### src/rtl/xalu_pkg.sv
// package for the integer alu with flags: operation codes, controller states
// and the command/status structs between controller and datapath
// no dependencies
package xalu_pkg;

  typedef enum logic [3:0] {
    OP_ADD  = 4'd0,
    OP_ADC  = 4'd1,
    OP_SUB  = 4'd2,
    OP_SBB  = 4'd3,
    OP_AND  = 4'd4,
    OP_OR   = 4'd5,
    OP_XOR  = 4'd6,
    OP_SHL  = 4'd7,
    OP_SHR  = 4'd8,
    OP_SAR  = 4'd9,
    OP_MUL  = 4'd10,
    OP_IMUL = 4'd11,
    OP_DIV  = 4'd12,
    OP_IDIV = 4'd13,
    OP_MOD  = 4'd14,
    OP_IMOD = 4'd15
  } op_t;

  localparam logic [1:0] SIZE_8  = 2'd0;
  localparam logic [1:0] SIZE_16 = 2'd1;

  localparam int DIV_STEPS = 64;
  localparam int CNT_W     = 6;

  typedef enum logic [2:0] {
    ST_IDLE,
    ST_MUL,
    ST_DIV_PREP,
    ST_DIV,
    ST_DIV_FIX,
    ST_DONE
  } state_t;

  typedef struct packed {
    logic load;
    logic exec_simple;
    logic mul_finish;
    logic div_init;
    logic div_step;
    logic div_fix;
    logic emit;
  } cmd_t;

  typedef struct packed {
    logic is_mul;
    logic is_div;
    logic div_zero;
  } status_t;

endpackage

### src/rtl/xalu_ctrl.sv
// controller state machine of the integer alu
// depends on xalu_pkg
module xalu_ctrl import xalu_pkg::*; (
  input  logic    clk,
  input  logic    rst,
  input  logic    start,
  output logic    busy,
  output logic    done,
  input  status_t stat,
  output cmd_t    cmd
);

  state_t state, state_next;
  logic [CNT_W-1:0] cnt, cnt_next;

  always_ff @(posedge clk) begin
    if (rst) begin
      state <= ST_IDLE;
      cnt   <= '0;
    end else begin
      state <= state_next;
      cnt   <= cnt_next;
    end
  end

  always_comb begin
    state_next = state;
    cnt_next   = cnt;
    cmd        = '0;
    busy       = 1'b1;
    done       = 1'b0;
    unique case (state)
      ST_IDLE: begin
        busy = 1'b0;
        if (start) begin
          cmd.load   = 1'b1;
          state_next = ST_MUL;
        end
      end
      ST_MUL: begin
        // decode cycle; product registers here for mul
        if (stat.is_div) begin
          cmd.div_init = 1'b1;
          state_next   = stat.div_zero ? ST_DONE : ST_DIV;
          cnt_next     = '0;
        end else if (stat.is_mul) begin
          state_next = ST_DIV_PREP;
        end else begin
          cmd.exec_simple = 1'b1;
          state_next      = ST_DONE;
        end
      end
      ST_DIV_PREP: begin
        cmd.mul_finish = 1'b1;
        state_next     = ST_DONE;
      end
      ST_DIV: begin
        cmd.div_step = 1'b1;
        cnt_next     = cnt + CNT_W'(1);
        if (cnt == CNT_W'(DIV_STEPS - 1)) state_next = ST_DIV_FIX;
      end
      ST_DIV_FIX: begin
        cmd.div_fix = 1'b1;
        state_next  = ST_DONE;
      end
      ST_DONE: begin
        cmd.emit   = 1'b1;
        done       = 1'b1;
        state_next = ST_IDLE;
      end
      default: state_next = ST_IDLE;
    endcase
  end

endmodule
### config.mk
export PLATFORM = sky130hd
export DESIGN_NAME = xalu_ctrl
export DESIGN_NICKNAME = d
export VERILOG_FILES = /design/src/rtl/xalu_pkg.sv /design/src/rtl/xalu_ctrl.sv
export SDC_FILE = /design/constraint.sdc
export NUM_CORES = 1
export LEC_CHECK = 0
export ABC_AREA = 0
export BUFFER_PORTS_ARGS = -buffer_cell sky130_fd_sc_hd__buf_4
export CORE_AREA = 2 2 39 41
export CTS_BUF_LIST = sky130_fd_sc_hd__clkbuf_8 sky130_fd_sc_hd__clkbuf_16
export CTS_CLUSTER_SIZE = 28
export DETAILED_ROUTE_END_ITERATION = 12
export DIE_AREA = 0 0 41 43
export PLACE_DENSITY = 0.69
export SLEW_MARGIN = 20
export SYNTH_ARGS = -nofsm -noshare
export SYNTH_HDL_FRONTEND = slang
export SYNTH_SLANG_ARGS = --single-unit
### constraint.sdc
create_clock -name clk -period 1.3 [get_ports clk]
set_input_delay 0.26 -clock clk [delete_from_list [all_inputs] [get_ports clk]]
set_output_delay 0.26 -clock clk [all_outputs]
set_load 0.005 [all_outputs]
==> results of run 1 <==
[metal layers]
layer | GRT usage [%] | routed length, um | vias to the layer above
li1 | - | - | 300
met1 | 30.49 | 788 | 320
met2 | 32.81 | 966 | 24
met3 | 7.853 | 108 | 6
met4 | 5.333 | 32 | 0
met5 | 0 | 0 | -
[area by class of cell]
| class | count | area [um^2] | share of cell area, % |
|---|---|---|---|
| well taps | 16 | 20.02 | 2.119 |
| clock inverters | 1 | 3.754 | 0.3974 |
| repair buffers | 29 | 247.7 | 26.23 |
| clock buffers | 3 | 41.29 | 4.371 |
| inverters | 2 | 12.51 | 1.325 |
| multi-input cells | 48 | 424.2 | 44.90 |
| flip-flops and latches | 9 | 195.2 | 20.66 |
[flip-flops by register name (all words and copies together), names as in the netlist]
name and count:
state 3, cnt 6
[worst register-to-register path: cells and delay by family (launching register included)]
family	cells	cell delay, ns
AOI/OAI and AO/OA	1	0.18
buffers and inverters	1	0.14
DFF	1	0.34
and+or+nand+nor	2	0.58
[power groups by stage]
stage / logic (mW) / registers [mW] / clock network, mW
2_1_floorplan: 0.0976 / 0.294 / 0
3_3_place_gp: 0.151 / 0.310 / 0
3_5_place_dp: 0.152 / 0.309 / 0
4_1_cts: 0.200 / 0.311 / 0.321
5_1_grt: 0.245 / 0.316 / 0.330
6_report: 0.231 / 0.315 / 0.320
[final timing paths]
check,startpoint,depth (start not counted),endpoint
max reg2reg,cnt[1],4,cnt[5]
min,rst,2,cnt[0]
min reg2reg,cnt[4],1,cnt[4]
max,state[2],3,cmd[5]
[cells by family after synthesis]
family / after synthesis
DFF: 9
AOI/OAI and AO/OA: 17
buffers and inverters: 6
and+or+nand+nor: 30
adders and majority gates: 1
[cell usage in the layout, fill, tap and decap left out]
cell type / Yosys / final
a221o_1: 1 / 1
buf_6: 1 / 8
nor4bb_1: 1 / 1
nand3b_1: 1 / 1
dfxtp_4: 0 / 3
nor2_4: 0 / 3
inv_1: 1 / 2
or3_4: 0 / 1
o21ai_0: 2 / 2
a211oi_2: 0 / 2
dfxtp_1: 9 / 3
nand2b_4: 0 / 1
nor2_1: 6 / 2
a31oi_1: 2 / 2
a21oi_1: 3 / 3
nor4_4: 0 / 1
nand2_1: 4 / 4
o211ai_1: 1 / 1
dfxtp_2: 0 / 3
clkbuf_8: 0 / 3
nor2_2: 0 / 1
nor3b_1: 2 / 1
and3_4: 0 / 3
nor4_1: 2 / 1
clkinv_4: 0 / 1
ha_4: 0 / 1
o21bai_2: 0 / 1
nand3_2: 0 / 1
nand2b_1: 6 / 5
a41oi_1: 1 / 1
nand3b_4: 1 / 1
nor3_1: 1 / 1
or4_4: 0 / 1
a311oi_1: 4 / 4
buf_4: 2 / 21
nor3b_2: 0 / 1
[through the flow]
| stage | TNS (ns) | utilization [%] | instance area [um^2] | cells |
|---|---|---|---|---|
| 4_1_cts | -0.1849 | 61.75 | 854.6 | 106 |
| 2_1_floorplan | 0 | - | 540.5 | 63 |
| 3_5_place_dp | -0.02819 | 50.18 | 694.4 | 97 |
| 6_report | -0.2958 | 68.26 | 944.7 | 108 |
| 3_3_place_gp | -0.02897 | 50.18 | 694.4 | 97 |
| 5_1_grt | -0.5357 | 68.26 | 944.7 | 108 |
[what timing repair did]
item / CTS / global route
setup buffers: 5 / 2
gates cloned: 0 / 0
pin swaps: 4 / 8
setup endpoints to repair: 11 / 16
resized for setup: 22 / 18
hold buffers: 0 / 0
==> out/results.tsv, run 1 <==
stage	metric	value	unit
logic_synthesis	mux contribution to synthesized area	0	%
logic_synthesis	post-synthesis sequential area ratio	33.64	%
place	worst slack, placed	-0.02819	ns
global_route	first-pass GRT wire length	2642	um
logic_synthesis	most frequent cell after synthesis	dfxtp_1	
logic_synthesis	commonest cells in the netlist	9 x dfxtp_1, 6 x nand2b_1, 6 x nor2_1, 4 x a311oi_1, 4 x nand2_1	
setup_path	CP Cell Sequence	buf_6 > nor4_4 > buf_4	
floorplan	row count	14	
run	Max Cap Viol	0	
logic_synthesis	Adder-Cell Fraction of Synth Area	2.336	%
floorplan	Initial Utilization	38.70	%
timing	post-route minimum period	1.393	ns
routing	drt first pass iters	4	
clocking	Sink Count	9	
timing	RSZ-0062 raised after global routing	yes	
global_route	largest net degree at the start of global routing	11	
timing	Worst-Margin Slew	0.3251	ns
power_and_ir_drop	Power Dens Cells	916.4	nW/um^2
status	outcome	finished, violations left	
clocking	Worst-path clk slew	0.05	ns
timing	Worst Hold Margin	0.2478	ns
routing	Total Wirelength	1895	um
power_and_ir_drop	NetSw	242.2	uW
power_and_ir_drop	Clock power frac	37.0	%
logic_synthesis	top cell type's share of synthesized area	33.64	%
hold_path	Tightest Hold Check Type	input pin to flip-flop	
finish	# diodes	0	
clocking	root buf cell	clkbuf_8	
timing	Slew headroom	78.18	%
logic_synthesis	EDFF count, synth	0	
global_route	initial antenna violation count	0	
global_route	global-route usage over all layers	22.32	%
floorplan	Core Area	1384	um^2
global_route	vias in the first global route	588	
logic_synthesis	flops & latches, synth	9	
clocking	total CTS buffers	3	
clocking	clk buf depth	2	
routing	Vias/cell	6.019	
routing	via count	650	
routing	DRT iter0 DRCs	19	
floorplan	DIE AREA	1763	um^2
power_and_ir_drop	leakage	0.3860	nW
logic_synthesis	XOR/XNOR share of the synthesized area	0	%
logic_synthesis	Post-synth ARST share	0	%
setup_path	CP required	1.04	ns
timing	Finish-stage setup viols	6	
logic_synthesis	Syn Nets	70	
logic_synthesis	largest family of logic cells by synthesized area	simple AND/OR/NAND/NOR gates	
place	GPL Wtd Cong	0.8041	
finish	ratio of cells with drive above 1 in the final layout	61.96	%
logic_synthesis	largest area contributor in the netlist	dfxtp_1	
setup_path	cell family with most CP delay	flip-flops	
global_route	Overflow after GRT	0	
floorplan	Die W	41	um
logic_synthesis	Post-Synthesis Cell Area	535.5	um^2
clocking	CTS tree	yes	
finish	fillcell total	105	
timing	maximum clock rate	0.7180	GHz
logic_synthesis	warnings from Yosys	0	
timing	Final WS setup	-0.09283	ns
clocking	insertion delay to the later sink of the worst-skew pair	0.24	ns
power_and_ir_drop	P_int	623.5	uW
power_and_ir_drop	Comb pwr share	26.7	%
timing	Clock Skew	0.004801	ns
setup_path	slowest CP cell	dfxtp_4	
power_and_ir_drop	sw frac	27.98	%
setup_path	type of the worst setup path	flip-flop to primary output	
place	Port Buffer Count	14	
logic_synthesis	Unique masters post-synth	29	
floorplan	Die Y	43	um
setup_path	worst path bufs/invs	2	
setup_path	R2R setup slack	-0.02	ns
timing	Final Hold Fails	0	
power_and_ir_drop	total power	865.7	uW
logic_synthesis	Mapped Cells	63	
clocking	CTS HTree Levels	1	
setup_path	Data arrival, critical path	1.13	ns
logic_synthesis	Synth Area in Compound Gates	22.66	%
setup_path	Startpoint Class	flip-flop	
logic_synthesis	ys flop type	dfxtp_1	
timing	fin. max-slew vios	0	
logic_synthesis	fraction of the mapped netlist area in simple logic gates	34.11	%
setup_path	CP max stage delay	0.36	ns
setup_path	Setup crit end kind	primary output	
routing	routed len/inst	17.55	um
power_and_ir_drop	Sequential Power Share	36.3	%
status	failing checks	negative setup slack	
setup_path	crit-path max FO	5	
routing	post-route ant nets	0	
logic_synthesis	Avg Cell Area, Syn	8.500	um^2
finish	Nets	100	
place	Post-DP HPWL	965.7	um
floorplan	IO Pins	15	
logic_synthesis	Area contributors post-synth	dfxtp_1 34%, nand2b_1 7.0%, a311oi_1 6.5%, nor2_1 4.2%, nand3b_4 3.7%	
routing	DR DRC count	0	
timing	Final Cycle Share	107.1	%
power_and_ir_drop	Peak VDD IR	0.6123	mV
finish	synth-to-layout area growth	76.40	%
Note: power is estimated with default switching activity, not from simulation.
==> run 2, diff against run 1 <==
--- a/config.mk
+++ b/config.mk
@@ -13,6 +13,7 @@
 export DETAILED_ROUTE_END_ITERATION = 12
 export DIE_AREA = 0 0 41 43
 export PLACE_DENSITY = 0.69
+export SETUP_SLACK_MARGIN = 0.3
 export SLEW_MARGIN = 20
 export SYNTH_ARGS = -nofsm -noshare
 export SYNTH_HDL_FRONTEND = slang
==> constraint.sdc (replaced) <==
create_clock -name clk -period 1.3 [get_ports clk]
set_input_delay 0.065 -clock clk [delete_from_list [all_inputs] [get_ports clk]]
set_output_delay 0.065 -clock clk [all_outputs]
set_load 0.005 [all_outputs]
==> run 2 against run 1 <==
- the flow now finishes without violations
- first-iteration DRC count shrank 21%
- hold slack worse by 0.19 ns
- routed wire length down 8.3%
- power up 1.2%
- sequential cell count unchanged
- worst setup slack improved by 0.099 ns
- final cell count decreased by 2.8%
- design area is 4.5% higher
- non-clock buffer count decreased by 4
- sequential power fell by 3%
==> out/results.tsv, run 2 (synthesis gave the netlist of run 1 again) <==
stage	metric	value	unit	change
status	outcome	finished, final reports clean		
power_and_ir_drop	P_int	625.5	uW	+0.32%
floorplan	Core Area	1384	um^2	unchanged
floorplan	Die W	41	um	unchanged
power_and_ir_drop	Clock power frac	37.3	%	+0.3 points
timing	post-route minimum period	1.294	ns	-0.09913 ns
global_route	largest net degree at the start of global routing	8		-3
global_route	vias in the first global route	538		-8.5%
floorplan	IO Pins	15		unchanged
timing	Finish-stage setup viols	0		-6
global_route	first-pass GRT wire length	2415	um	-8.6%
timing	Clock Skew	0.004555	ns	-0.0002460 ns
hold_path	Tightest Hold Check Type	input pin to flip-flop		
power_and_ir_drop	Peak VDD IR	0.6780	mV	+11%
clocking	insertion delay to the later sink of the worst-skew pair	0.23	ns	about the same
clocking	CTS tree	yes		
clocking	total CTS buffers	3		unchanged
finish	fin area	987.2	um^2	+4.5%
routing	via count	616		-5.2%
timing	Slew headroom	75.36	%	-2.8 points
setup_path	Critical R2R Launch	state[1]		
clocking	hold buffer count at CTS	0		unchanged
setup_path	Startpoint Class	flip-flop		
timing	fin. max-slew vios	0		unchanged
finish	max reg flops	6		unchanged
place	DP Area	715.7	um^2	+3.1%
finish	ratio of cells with drive above 1 in the final layout	67.42	%	+5.5 points
power_and_ir_drop	Sequential Power Share	34.8	%	-1.5 points
timing	maximum clock rate	0.7730	GHz	+7.7%
setup_path	type of the worst setup path	flip-flop to flip-flop		
timing	Worst-Margin Slew	0.3671	ns	+0.04201 ns
routing	routed len/inst	16.54	um	-5.7%
routing	drt first pass iters	4		unchanged
setup_path	crit-path max FO	5		unchanged
routing	post-route ant nets	0		unchanged
floorplan	row count	14		unchanged
hold_path	HP Start	rst		
finish	Largest Register	cnt		
finish	Nets	97		-3.0%
finish	Final Util	71.34	%	+3.1 points
global_route	initial antenna violation count	0		unchanged
clocking	CTS HTree Levels	1		unchanged
power_and_ir_drop	NetSw	250.5	uW	+3.4%
floorplan	DIE AREA	1763	um^2	unchanged
power_and_ir_drop	leakage	0.3851	nW	-0.22%
global_route	global-route usage over all layers	20.18	%	-2.1 points
global_route	Overflow after GRT	0		unchanged
finish	Top Registers	cnt x6, state x3		
timing	RSZ-0062 raised after global routing	yes		
setup_path	Setup crit end kind	flip-flop		
finish	# diodes	0		unchanged
timing	Final WS setup	0.006293	ns	+0.09913 ns
place	worst slack, placed	0.04416	ns	+0.07235 ns
setup_path	Data arrival, critical path	1.45	ns	+0.32 ns
routing	DR DRC count	0		unchanged
clocking	Worst-path clk slew	0.05	ns	about the same
power_and_ir_drop	Power Dens Cells	887.3	nW/um^2	-3.2%
place	Port Buffer Count	14		unchanged
finish	commonest non-fill, non-tap cell in the layout	buf_4		
power_and_ir_drop	sw frac	28.59	%	+0.61 points
clocking	Sink Count	9		unchanged
timing	Final Hold Fails	0		unchanged
routing	Vias/cell	5.867		-2.5%
place	GPL Wtd Cong	0.7985		-0.70%
clocking	root buf cell	clkbuf_8		
floorplan	Initial Utilization	38.70	%	unchanged
setup_path	CP required	1.45	ns	+0.41 ns
routing	Total Wirelength	1737	um	-8.3%
clocking	clk buf depth	2		unchanged
run	Max Cap Viol	0		unchanged
finish	synth-to-layout area growth	84.35	%	
finish	most frequent cells in the layout	17 x buf_4, 7 x buf_6, 5 x dfxtp_4		
routing	DRT iter0 DRCs	15		-4
finish	fillcell total	93		-11%
setup_path	Critical path origin	state[1]		
timing	Final Cycle Share	99.52	%	-7.6 points
timing	Fin Setup TNS	0	ns	+0.2958 ns
floorplan	Die Y	43	um	unchanged
power_and_ir_drop	Comb pwr share	28.0	%	+1.3 points
place	Post-DP HPWL	906.5	um	-6.1%
-- run 2: per-stage QoR --
step	hold WS, ns	cells	power (mW)
floorplan	0.1267	63	0.4083
global route	0.06604	105	0.9194
CTS	0.04631	101	0.8321
finish	0.06249	105	0.8759
detailed placement	0.2867	94	0.4746
global placement	0.2862	94	0.4756
-- run 2: cell type report --
type | instances | area (um^2) | share of cell area (%)
sequential | 9 | 202.7 | 20.53
clock buffer | 3 | 41.29 | 4.183
tap | 16 | 20.02 | 2.028
timing repair inverter | 1 | 8.758 | 0.8872
inverter | 2 | 12.51 | 1.267
clock inverter | 1 | 5.005 | 0.5070
multi-input combinational | 48 | 470.5 | 47.66
timing repair buffer | 25 | 226.5 | 22.94
-- run 2: power groups by stage --
stage	clock (mW)	sequential (mW)	combinational, mW
2_1_floorplan	0	0.295	0.113
3_3_place_gp	0	0.312	0.164
3_5_place_dp	0	0.311	0.164
4_1_cts	0.330	0.307	0.196
5_1_grt	0.352	0.306	0.262
6_report	0.326	0.305	0.245
-- run 2: worst paths after layout --
check             endpoint  slack (ns)  cells after the start
setup / recovery    cnt[5]       0.006                      4
hold / removal      cnt[1]        0.06                      2
setup reg to reg    cnt[5]       0.006                      4
hold reg to reg     cnt[0]        0.49                      1
-- run 2: per-layer routing --
| metal | track usage [%] | up-vias | routed length [um] |
|---|---|---|---|
| met5 | 0 | - | 0 |
| met4 | 8.000 | 0 | 0 |
| met3 | 3.141 | 0 | 91 |
| met2 | 28.44 | 20 | 817 |
| met1 | 29.74 | 302 | 829 |
| li1 | - | 294 | - |
-- run 2: worst max-delay path, stage by stage, from the launching register on --
cell,delay (ns)
dfxtp_4,0.37
buf_4,0.12
nand3b_4,0.11
or4_1,0.42
a31oi_1,0.19
-- run 2: repair_timing --
| action | CTS | global route |
|---|---|---|
| gates resized for setup | 20 | 19 |
| buffers inserted | 2 | 4 |
| gates cloned | 1 | 0 |
| setup endpoints to repair | 18 | 17 |
| pin swaps | 5 | 11 |
